<file path="src/rtl/t3rdh_pkg.sv">
package t3rdh_pkg;

  typedef enum logic [2:0] {
    KIND_PHOTON   = 3'd0,
    KIND_MARKER   = 3'd1,
    KIND_OVERFLOW = 3'd2,
    KIND_IGNORED  = 3'd3,
    KIND_READOUT  = 3'd4,
    KIND_DROPPED  = 3'd5
  } kind_t;

  typedef enum logic [1:0] {
    ST_CLEAR,
    ST_IDLE,
    ST_UPDATE
  } state_t;

  localparam logic       CMD_READ    = 1'b1;
  localparam logic [5:0] OVF_CHANNEL = 6'h3F;
  localparam logic [5:0] MARKER_MAX  = 6'd15;
  localparam int         WRAP_SHIFT  = 10;   // overflow step of 1024 syncs
  localparam int         CH_W        = 6;
  localparam int         BIN_W       = 15;
  localparam int         NSYNC_W     = 10;
  localparam int         COUNT_W     = 32;
  localparam int         SYNC_W      = 64;
  // wide enough for 63 * 32768 + 32767
  localparam int         ADDR_WIDE_W = 23;

  typedef struct packed {
    logic               cmd;
    logic [31:0]        record;
    logic [CH_W-1:0]    read_channel;
    logic [BIN_W-1:0]   read_bin;
  } in_item_t;

  typedef struct packed {
    kind_t              kind;
    logic [SYNC_W-1:0]  sync_count;
    logic [CH_W-1:0]    channel_out;
    logic [BIN_W-1:0]   delay_bin;
    logic [3:0]         marker_bits;
    logic [COUNT_W-1:0] bin_count;
  } out_item_t;

  typedef struct packed {
    kind_t              kind;
    logic               in_range;
    logic               use_sync;
    logic [NSYNC_W-1:0] nsync;
    logic [CH_W-1:0]    channel_out;
    logic [BIN_W-1:0]   delay_bin;
    logic [3:0]         marker_bits;
  } dec_t;

endpackage

</file>
<file path="src/rtl/t3rdh_decode.sv">
module t3rdh_decode
  import t3rdh_pkg::*;
#(
  parameter int NUM_CHANNELS = 8,
  parameter int HIST_BINS    = 32768,
  parameter int ADDR_W       = 18
) (
  input  in_item_t          item,
  output dec_t              dec,
  output logic [ADDR_W-1:0] addr
);

  logic [NSYNC_W-1:0]     nsync;
  logic [BIN_W-1:0]       dtime;
  logic [CH_W-1:0]        ch;
  logic                   special;
  logic [CH_W-1:0]        sel_ch;
  logic [BIN_W-1:0]       sel_bin;
  logic [ADDR_WIDE_W-1:0] addr_wide;
  logic                   in_range;

  assign nsync   = item.record[9:0];
  assign dtime   = item.record[24:10];
  assign ch      = item.record[30:25];
  assign special = item.record[31];

  assign sel_ch  = (item.cmd == CMD_READ) ? item.read_channel : ch;
  assign sel_bin = (item.cmd == CMD_READ) ? item.read_bin : dtime;

  assign in_range = ({1'b0, sel_ch} < 7'(NUM_CHANNELS)) &&
                    ({1'b0, sel_bin} < 16'(HIST_BINS));

  assign addr_wide = ADDR_WIDE_W'(sel_ch) * ADDR_WIDE_W'(HIST_BINS) +
                     ADDR_WIDE_W'(sel_bin);
  assign addr      = addr_wide[ADDR_W-1:0];

  always_comb begin
    dec             = '0;
    dec.kind        = KIND_IGNORED;
    dec.in_range    = in_range;
    dec.nsync       = nsync;
    if (item.cmd == CMD_READ) begin
      dec.kind        = KIND_READOUT;
      dec.channel_out = item.read_channel;
      dec.delay_bin   = item.read_bin;
    end else if (special) begin
      if (ch == OVF_CHANNEL) begin
        dec.kind = KIND_OVERFLOW;
      end else if (ch != '0 && ch <= MARKER_MAX) begin
        dec.kind        = KIND_MARKER;
        dec.use_sync    = 1'b1;
        dec.marker_bits = ch[3:0];
      end
    end else begin
      dec.kind        = in_range ? KIND_PHOTON : KIND_DROPPED;
      dec.use_sync    = 1'b1;
      dec.channel_out = ch;
      dec.delay_bin   = dtime;
    end
  end

endmodule

</file>
<file path="config.mk">
export PLATFORM = sky130hd
export DESIGN_NAME = t3rdh_decode
export DESIGN_NICKNAME = d
export VERILOG_FILES = /design/src/rtl/t3rdh_pkg.sv /design/src/rtl/t3rdh_decode.sv
export SDC_FILE = /design/constraint.sdc
export NUM_CORES = 1
export LEC_CHECK = 0
export BUFFER_PORTS_ARGS = -buffer_cell sky130_fd_sc_hd__buf_4
export CORE_ASPECT_RATIO = 1.2
export CORE_MARGIN = 5
export CORE_UTILIZATION = 31
export DETAILED_ROUTE_END_ITERATION = 10
export GPL_TIMING_DRIVEN = 0
export PLACE_DENSITY = 0.89
export SYNTH_ARGS = -nofsm -noshare
export SYNTH_HDL_FRONTEND = slang
export SYNTH_SLANG_ARGS = --single-unit
</file>
<file path="constraint.sdc">
create_clock -name vclk -period 1.6
set_input_delay 0.24 -clock vclk [all_inputs]
set_output_delay 0.24 -clock vclk [all_outputs]
set_load 0.05 [all_outputs]
</file>
; ---- Yosys cells after proc, flatten, opt, wreduce, memory -nomap -nowiden
; Index checks and enable logic that the tools add are counted.
[classes]
eq_ne = 1
n_lt_le_gt_ge = 2
n_reduce_logical = 2
n_addsub = 1
muxes = 17
[op_table]
columns = cell, n
row1 = $mux 21, 2
row2 = $add 18x15->18, 1
row3 = $mux 4, 4
row4 = $mux 15, 1
row5 = $mux 3, 4
row6 = $eq 6x6->1 const B, 1
row7 = $le 6x4->1 const B, 1
row8 = $lt 6x4->1 const B, 1
row9 = $mux 6, 1
row10 = $reduce_bool 6->1, 1
row11 = $mux 1, 4
row12 = $mux 2, 1
row13 = $logic_and 1x1->1, 1
[word_totals]
wordCells = 23
regBits = 0

; ---- Depth between registers and ports, before layout
; Gate-level depths: netlist (run 1).
[depth]
depth_word = 6
ltp_mapped = 4
mapped_depth_nobuf = 2

; ---- Worst setup path before layout (run 1)
; Ideal clock, no wire load.
[synth_path]
path_type = in2out
startpoint = in item[53] (netlist name)
endpoint = out dec[37] (netlist name)
cell_stages = 3
t_required_ns = 1.360
t_arrival_ns = 1.747
path_slack_ns = -0.387
cell_sequence = buf_6 > buf_2 > a311oi_1
[synth_lines]
columns = element, line
row1 = "start, declared", t3rdh_decode.sv:8  ; input in_item_t item,
row2 = "end, declared", t3rdh_decode.sv:9  ; output dec_t dec,

==> results of run 1 <==
-- logic make-up after synthesis --
| kind of cell | share of synthesized area (%) |
|---|---|
| AND/OR/NAND/NOR | 16.0 |
| multiplexers | 32.2 |
| AO/OA/AOI/OAI | 31.6 |
| buffers and inverters | 20.1 |
-- power by group through the flow --
stage	combinational, mW	sequential [mW]	clock, mW
3_5_place_dp	0.784	0	0
6_report	0.781	0	0
3_3_place_gp	0.775	0	0
5_1_grt	0.818	0	0
2_1_floorplan	0.507	0	0
4_1_cts	0.786	0	0
-- worst min path at each step --
stage              from  endpoint  slack (ns)
2_1_floorplan  item[21]   dec[25]        0.65
4_1_cts        item[22]   dec[26]        0.74
5_1_grt        item[30]   dec[34]        0.74
3_3_place_gp   item[26]   dec[30]        0.74
3_5_place_dp   item[22]   dec[26]        0.74
6_report       item[26]   dec[30]        0.74
-- cells in the mapped netlist (2+ instances only) --
cell type,n
buf_2,5
buf_4,11
mux2_2,19
nor3_1,2
and2_1,5
a22o_1,20
o21ai_0,2
buf_6,2
nor4_1,2
-- worst max-delay path: stages --
cell and delay, ns:
buf_4 0.13, nor4_1 0.43, o311a_1 0.20, buf_4 0.19
-- through the flow --
stage / cell area [um^2] / instances
6_report: 1470 / 209
5_1_grt: 1470 / 209
4_1_cts: 1470 / 209
2_1_floorplan: 677 / 78
3_3_place_gp: 1470 / 209
3_5_place_dp: 1470 / 209
-- layout make-up --
| class | instances | area (um^2) |
|---|---|---|
| timing repair buffer | 101 | 758 |
| fill | 175 | 577 |
| multi-input combinational | 59 | 543 |
| buffer | 18 | 130 |
| tap | 30 | 37.5 |
| inverter | 1 | 3.75 |
-- layer usage --
metal | vias up | GRT usage, % | share of wire (%) | wire [um]
met2 | 73 | 36.1 | 50 | 1650
met3 | 4 | 10.6 | 16 | 525
met5 | - | 0 | 0 | 0
met1 | 454 | 21.7 | 33 | 1110
li1 | 503 | - | - | -
met4 | 0 | 4.01 | 1.1 | 38
==> results.yml, run 1 <==
power_and_ir_drop:
  switching_share_pct: 63.1
  powerDensity_nw_per_um2: 531
  total_power_mw: 0.781
  internal_power_mw: 0.288
  netSwitchingPower_mw: 0.493
  ir_drop_v: 0.000351
  power_frac_comb_pct: 100.0
  seqPwrFrac_pct: 0
  power_leakage_nw: 0.784
  clkPwrFrac_pct: 0
timing:
  slew_violations: 0
  setup_slack_ns: 0.159
  max_freq_ghz: 0.694
  finalCritPeriodShare_pct: 90.0
  min_period_ns: 1.44
  grt_setup_unrepaired: "no"
  timing.slew.headroom_pct: 70.9
  whs_ns: 0.736
  finalSetupViolations: 0
  hold_violations: 0
  tightestPinTransition_ns: 0.432
  fin_setup_tns_ns: 0
critical_path:
  end_kind: "output port"
  crit_fanout: 6
  cp-startpoint: "item[49]"
  crit_required_ns: 1.36
  start_kind: "primary input"
  crit_type: "primary input to output port"
  cp-endpoint: "dec[38]"
  worstPathArrival_ns: 1.20
place:
  place_congestion: 0.721
  place_hpwl_um: 2970
  portBuffers: 101
  place_ws_ns: 0.162
route:
  num_vias: 1034
  drt-total-wl_um: 3320
  route.detailed.drc: 0
  post_drt_wl_per_cell_um: 15.9
  ant_nets: 0
  vias_per_cell: 4.95
  drt_iter0_markers: 25
  drt_first_pass_iters: 4
worst_hold_path:
  hold_class: "primary input to output port"
  min_path_cells: 2
job:
  max_cap_violations: 0
yosys:
  synth_largest_area_cell: "mux2_2"
  syn_inst: 78
  syn_area_um2: 664
  yosys_warnings: 0
  synth_nets: 132
  syn_avg_cell_area_um2: 8.52
  synth.area.top_cells: "mux2_2, a22o_1, buf_4, and2_1, buf_2"
  yosysSeqAreaShare_pct: 0
  synth_cell_types: 19
  synth.top_cell.area_share_pct: 32.2
final_layout:
  diodes: 0
  final_nets: 235
  regArea_um2: 0
  fin_util_pct: 71.9
  drive_gt1_share_pct: 78.8
  layout_common_cells: "buf_4, a22o_1, mux2_2, buf_2, and2_1"
  clock_buffers: 0
  final_common_cell: "buf_4"
  area_growth_pct: 122
  seq_cells: 0
die:
  start_util_pct: 32.4
  pin_count: 112
  dieArea_um2: 3170
  die_x_um: 52.3
  die_h_um: 60.7
  row_count: 18
  coreArea_um2: 2050
grt:
  grt_pass1_vias: 1098
  grt_remaining_overflow: 0
  grt.total_usage_pct: 20.3
  grt_pass1_wl_um: 5060
  grt_max_degree: 11
  antenna_found_initial: 0
cts:
  postCtsResizedCells: 0
  post_cts_buffers: 0
  cts_hold_buf: 0
run_status:
  status: "finished, final reports clean"
Note: power is estimated with default switching activity, not from simulation.
==> run 2: changes to the inputs <==
--- a/config.mk
+++ b/config.mk
@@ -6,7 +6,6 @@
 export NUM_CORES = 1
 export LEC_CHECK = 0
 export BUFFER_PORTS_ARGS = -buffer_cell sky130_fd_sc_hd__buf_4
-export CORE_ASPECT_RATIO = 1.2
 export CORE_MARGIN = 5
 export CORE_UTILIZATION = 31
 export DETAILED_ROUTE_END_ITERATION = 10
==> run 2 against run 1 <==
Critical endpoint unchanged; die area fell by 0.11%; combinational power barely moved; worst hold slack got worse by 0.0016 ns; global-route usage fell by 1.9 points; power fell by 0.37%; routed wire length fell by 1.4%; largest power group unchanged; via count fell by 2.1%; count of clock-buffer cells in the layout did not move; highest routed layer unchanged; largest cell class unchanged; first-iteration DRC count fell by 68%; non-clock buffer count did not move; flip-flop and latch count did not move.
==> results.yml, run 2 (synthesized netlist as in run 1, its figures left out) <==
run_status:
  status: "finished, final reports clean"
timing:
  hold_violations: 0
  finalCritPeriodShare_pct: 90.2
  max_freq_ghz: 0.693
  slew_violations: 0
  tightestPinTransition_ns: 0.440
  fin_setup_tns_ns: 0
  finalSetupViolations: 0
  setup_slack_ns: 0.156
  grt_setup_unrepaired: "no"
  timing.slew.headroom_pct: 70.4
  min_period_ns: 1.44
place:
  place_ws_ns: 0.160
  place_hpwl_um: 2890
  portBuffers: 101
  place_congestion: 0.814
  dpl_cell_area_um2: 1470
power_and_ir_drop:
  ir_drop_v: 0.000413
  power_leakage_nw: 0.784
  powerDensity_nw_per_um2: 530
die:
  row_count: 16
  coreArea_um2: 2000
  start_util_pct: 33.2
  dieArea_um2: 3170
  die_h_um: 56.3
  die_x_um: 56.3
  pin_count: 112
route:
  drt-total-wl_um: 3280
  ant_nets: 0
  num_vias: 1012
  drt_iter0_markers: 8
  route.detailed.drc: 0
  vias_per_cell: 4.91
  drt_first_pass_iters: 4
  post_drt_wl_per_cell_um: 15.9
critical_path:
  crit_type: "primary input to output port"
  worstPathArrival_ns: 1.20
  crit_fanout: 6
  end_kind: "output port"
  crit_required_ns: 1.36
  start_kind: "primary input"
final_layout:
  stdcell_area_um2: 1470
  area_growth_pct: 121
  clock_buffers: 0
  drive_gt1_share_pct: 78.8
  final_nets: 235
  layout_common_cells: "buf_4, a22o_1, mux2_2, buf_2, and2_1"
  diodes: 0
  final_common_cell: "buf_4"
  regArea_um2: 0
  fillers: 159
  seq_cells: 0
cts:
  post_cts_buffers: 0
  cts_hold_buf: 0
  postCtsResizedCells: 0
grt:
  grt.total_usage_pct: 18.5
  grt_max_degree: 11
  grt_pass1_vias: 976
  antenna_found_initial: 0
  grt_pass1_wl_um: 4800
  grt_remaining_overflow: 0
worst_hold_path:
  hold_class: "primary input to output port"
job:
  max_cap_violations: 0
## run 2: cell counts in the layout (fill, tap and decap cells not counted)
Identical to the previous run, type by type.
## run 2: final timing paths
check / startpoint / endpoint / slack [ns] / cells after the start
max: item[49] / dec[38] / 0.16 / 4
min: item[24] / dec[28] / 0.73 / 2
## run 2: routing by layer
layer	up-vias	track usage [%]	wire, um
met4	0	4.41	81
met2	49	38.1	1860
met5	-	0	0
met3	8	4.13	261
li1	499	-	-
met1	456	18.1	1080
## run 2: layout make-up
cell class / count / area, um^2 / share of cell area [%]
timing repair buffer: 101 / 758 / 51.6
multi-input combinational: 59 / 543 / 37.0
buffer: 18 / 130 / 8.86
tap: 27 / 33.8 / 2.30
inverter: 1 / 3.75 / 0.256
## run 2: where the power goes
group | total, mW | internal, mW | switching [mW] | leakage (nW)
sequential | 0 | 0 | 0 | 0
combinational | 0.778 | 0.288 | 0.490 | 0.784
clock | 0 | 0 | 0 | 0
total | 0.778 | 0.288 | 0.490 | 0.784
## run 2: metrics by stage
stage               cells  hold WS (ns)  power [mW]  util [%]
CTS                   206         0.735       0.783      73.4
global placement      206         0.735       0.772      73.4
global route          206         0.739       0.810      73.4
detailed placement    206         0.736       0.782      73.4
finish                206         0.734       0.778      73.4
floorplan              78         0.647       0.507         -
## run 2: critical path, cell delays in order
cell     delay [ns]
buf_4          0.13
nor4_1         0.44
o311a_1        0.20
buf_4          0.19
==> run 3: changes to the inputs <==
--- a/config.mk
+++ b/config.mk
@@ -6,11 +6,13 @@
 export NUM_CORES = 1
 export LEC_CHECK = 0
 export BUFFER_PORTS_ARGS = -buffer_cell sky130_fd_sc_hd__buf_4
+export CELL_PAD_IN_SITES_DETAIL_PLACEMENT = 0
+export CELL_PAD_IN_SITES_GLOBAL_PLACEMENT = 1
 export CORE_MARGIN = 5
-export CORE_UTILIZATION = 31
+export CORE_UTILIZATION = 18
 export DETAILED_ROUTE_END_ITERATION = 10
 export GPL_TIMING_DRIVEN = 0
-export PLACE_DENSITY = 0.89
+export PLACE_DENSITY_LB_ADDON = 0.1
 export SYNTH_ARGS = -nofsm -noshare
 export SYNTH_HDL_FRONTEND = slang
 export SYNTH_SLANG_ARGS = --single-unit
==> run 3 against run 2 <==
Utilization decreased by 32 points; flip-flop and latch count unchanged; combinational power barely moved; maximum frequency decreased by 0.44%; count of clock-buffer cells in the layout did not move; via count grew 1.6%; routed wire length decreased by 2.4%; non-clock buffer count is the same; sequential share of layout area is the same; design area grew 1.8%; critical path type unchanged; critical endpoint unchanged.
==> results.yml, run 3 (synthesized netlist as in run 1, its figures left out) <==
final_layout:
  regArea_um2: 0
  seq_cells: 0
  diodes: 0
  fin_util_pct: 41.5
  stdcell_area_um2: 1500
  area_growth_pct: 125
  final_nets: 235
  layout_common_cells: "buf_4, a22o_1, mux2_2, buf_2, and2_1"
  drive_gt1_share_pct: 78.8
  clock_buffers: 0
  final_common_cell: "buf_4"
  fillers: 386
timing:
  slew_violations: 0
  min_period_ns: 1.45
  hold_violations: 0
  tightestPinTransition_ns: 0.443
  finalSetupViolations: 0
  fin_setup_tns_ns: 0
  setup_slack_ns: 0.150
  grt_setup_unrepaired: "no"
  finalCritPeriodShare_pct: 90.6
  timing.slew.headroom_pct: 70.2
  max_freq_ghz: 0.690
place:
  portBuffers: 101
  place_ws_ns: 0.138
  place_hpwl_um: 2760
  dpl_cell_area_um2: 1500
  place_congestion: 0.686
grt:
  grt.total_usage_pct: 11.3
  antenna_found_initial: 0
  grt_max_degree: 11
  grt_pass1_vias: 1042
  grt_pass1_wl_um: 4910
  grt_remaining_overflow: 0
critical_path:
  crit_fanout: 6
  start_kind: "primary input"
  crit_type: "primary input to output port"
  end_kind: "output port"
  crit_required_ns: 1.36
  worstPathArrival_ns: 1.21
cts:
  cts_hold_buf: 0
  postCtsResizedCells: 0
  post_cts_buffers: 0
power_and_ir_drop:
  powerDensity_nw_per_um2: 519
  power_leakage_nw: 0.784
  ir_drop_v: 0.000185
  total_power_mw: 0.776
route:
  num_vias: 1028
  drt_iter0_markers: 24
  route.detailed.drc: 0
  drt-total-wl_um: 3200
  post_drt_wl_per_cell_um: 14.1
  drt_first_pass_iters: 4
  ant_nets: 0
  vias_per_cell: 4.53
job:
  max_cap_violations: 0
die:
  die_h_um: 70.8
  coreArea_um2: 3610
  row_count: 22
  dieArea_um2: 5010
  die_x_um: 70.8
  pin_count: 112
  start_util_pct: 18.4
run_status:
  status: "finished, final reports clean"
worst_hold_path:
  hold_class: "primary input to output port"
[run 3: cell counts in the layout (fill, tap and decap cells not counted)]
No cell type changed its count.
[run 3: power breakdown]
part           internal [mW]  leakage [nW]  switching [mW]
registers                  0             0               0
clock network              0             0               0
logic                  0.288         0.784           0.488
total                  0.288         0.784           0.488
[run 3: metrics by stage]
step                      instances  hold slack [ns]
after floorplan                  78            0.647
after global placement          227            0.737
after detailed placement        227            0.736
after CTS                       227            0.736
after global routing            227            0.740
final                           227            0.735
[run 3: final timing paths]
check  slack [ns]      end      from  cells after the start
min          0.73  dec[32]  item[28]                      2
max          0.15  dec[38]  item[49]                      4
[run 3: metal layers]
layer	part of all wire, %	global-route usage, %
met5	0	0
met1	33	12.1
met3	12	3.27
met4	0	0
met2	54	22.9
[run 3: critical path, cell delays in order]
cell and delay [ns]:
buf_4 0.14, nor4_1 0.44, o311a_1 0.20, buf_4 0.19
[run 3: area by class of cell]
cell class	count	area [um^2]	area share, %
timing repair buffer	101	758	50.7
multi-input combinational	59	543	36.3
buffer	18	130	8.70
tap	48	60.1	4.02
inverter	1	3.75	0.251
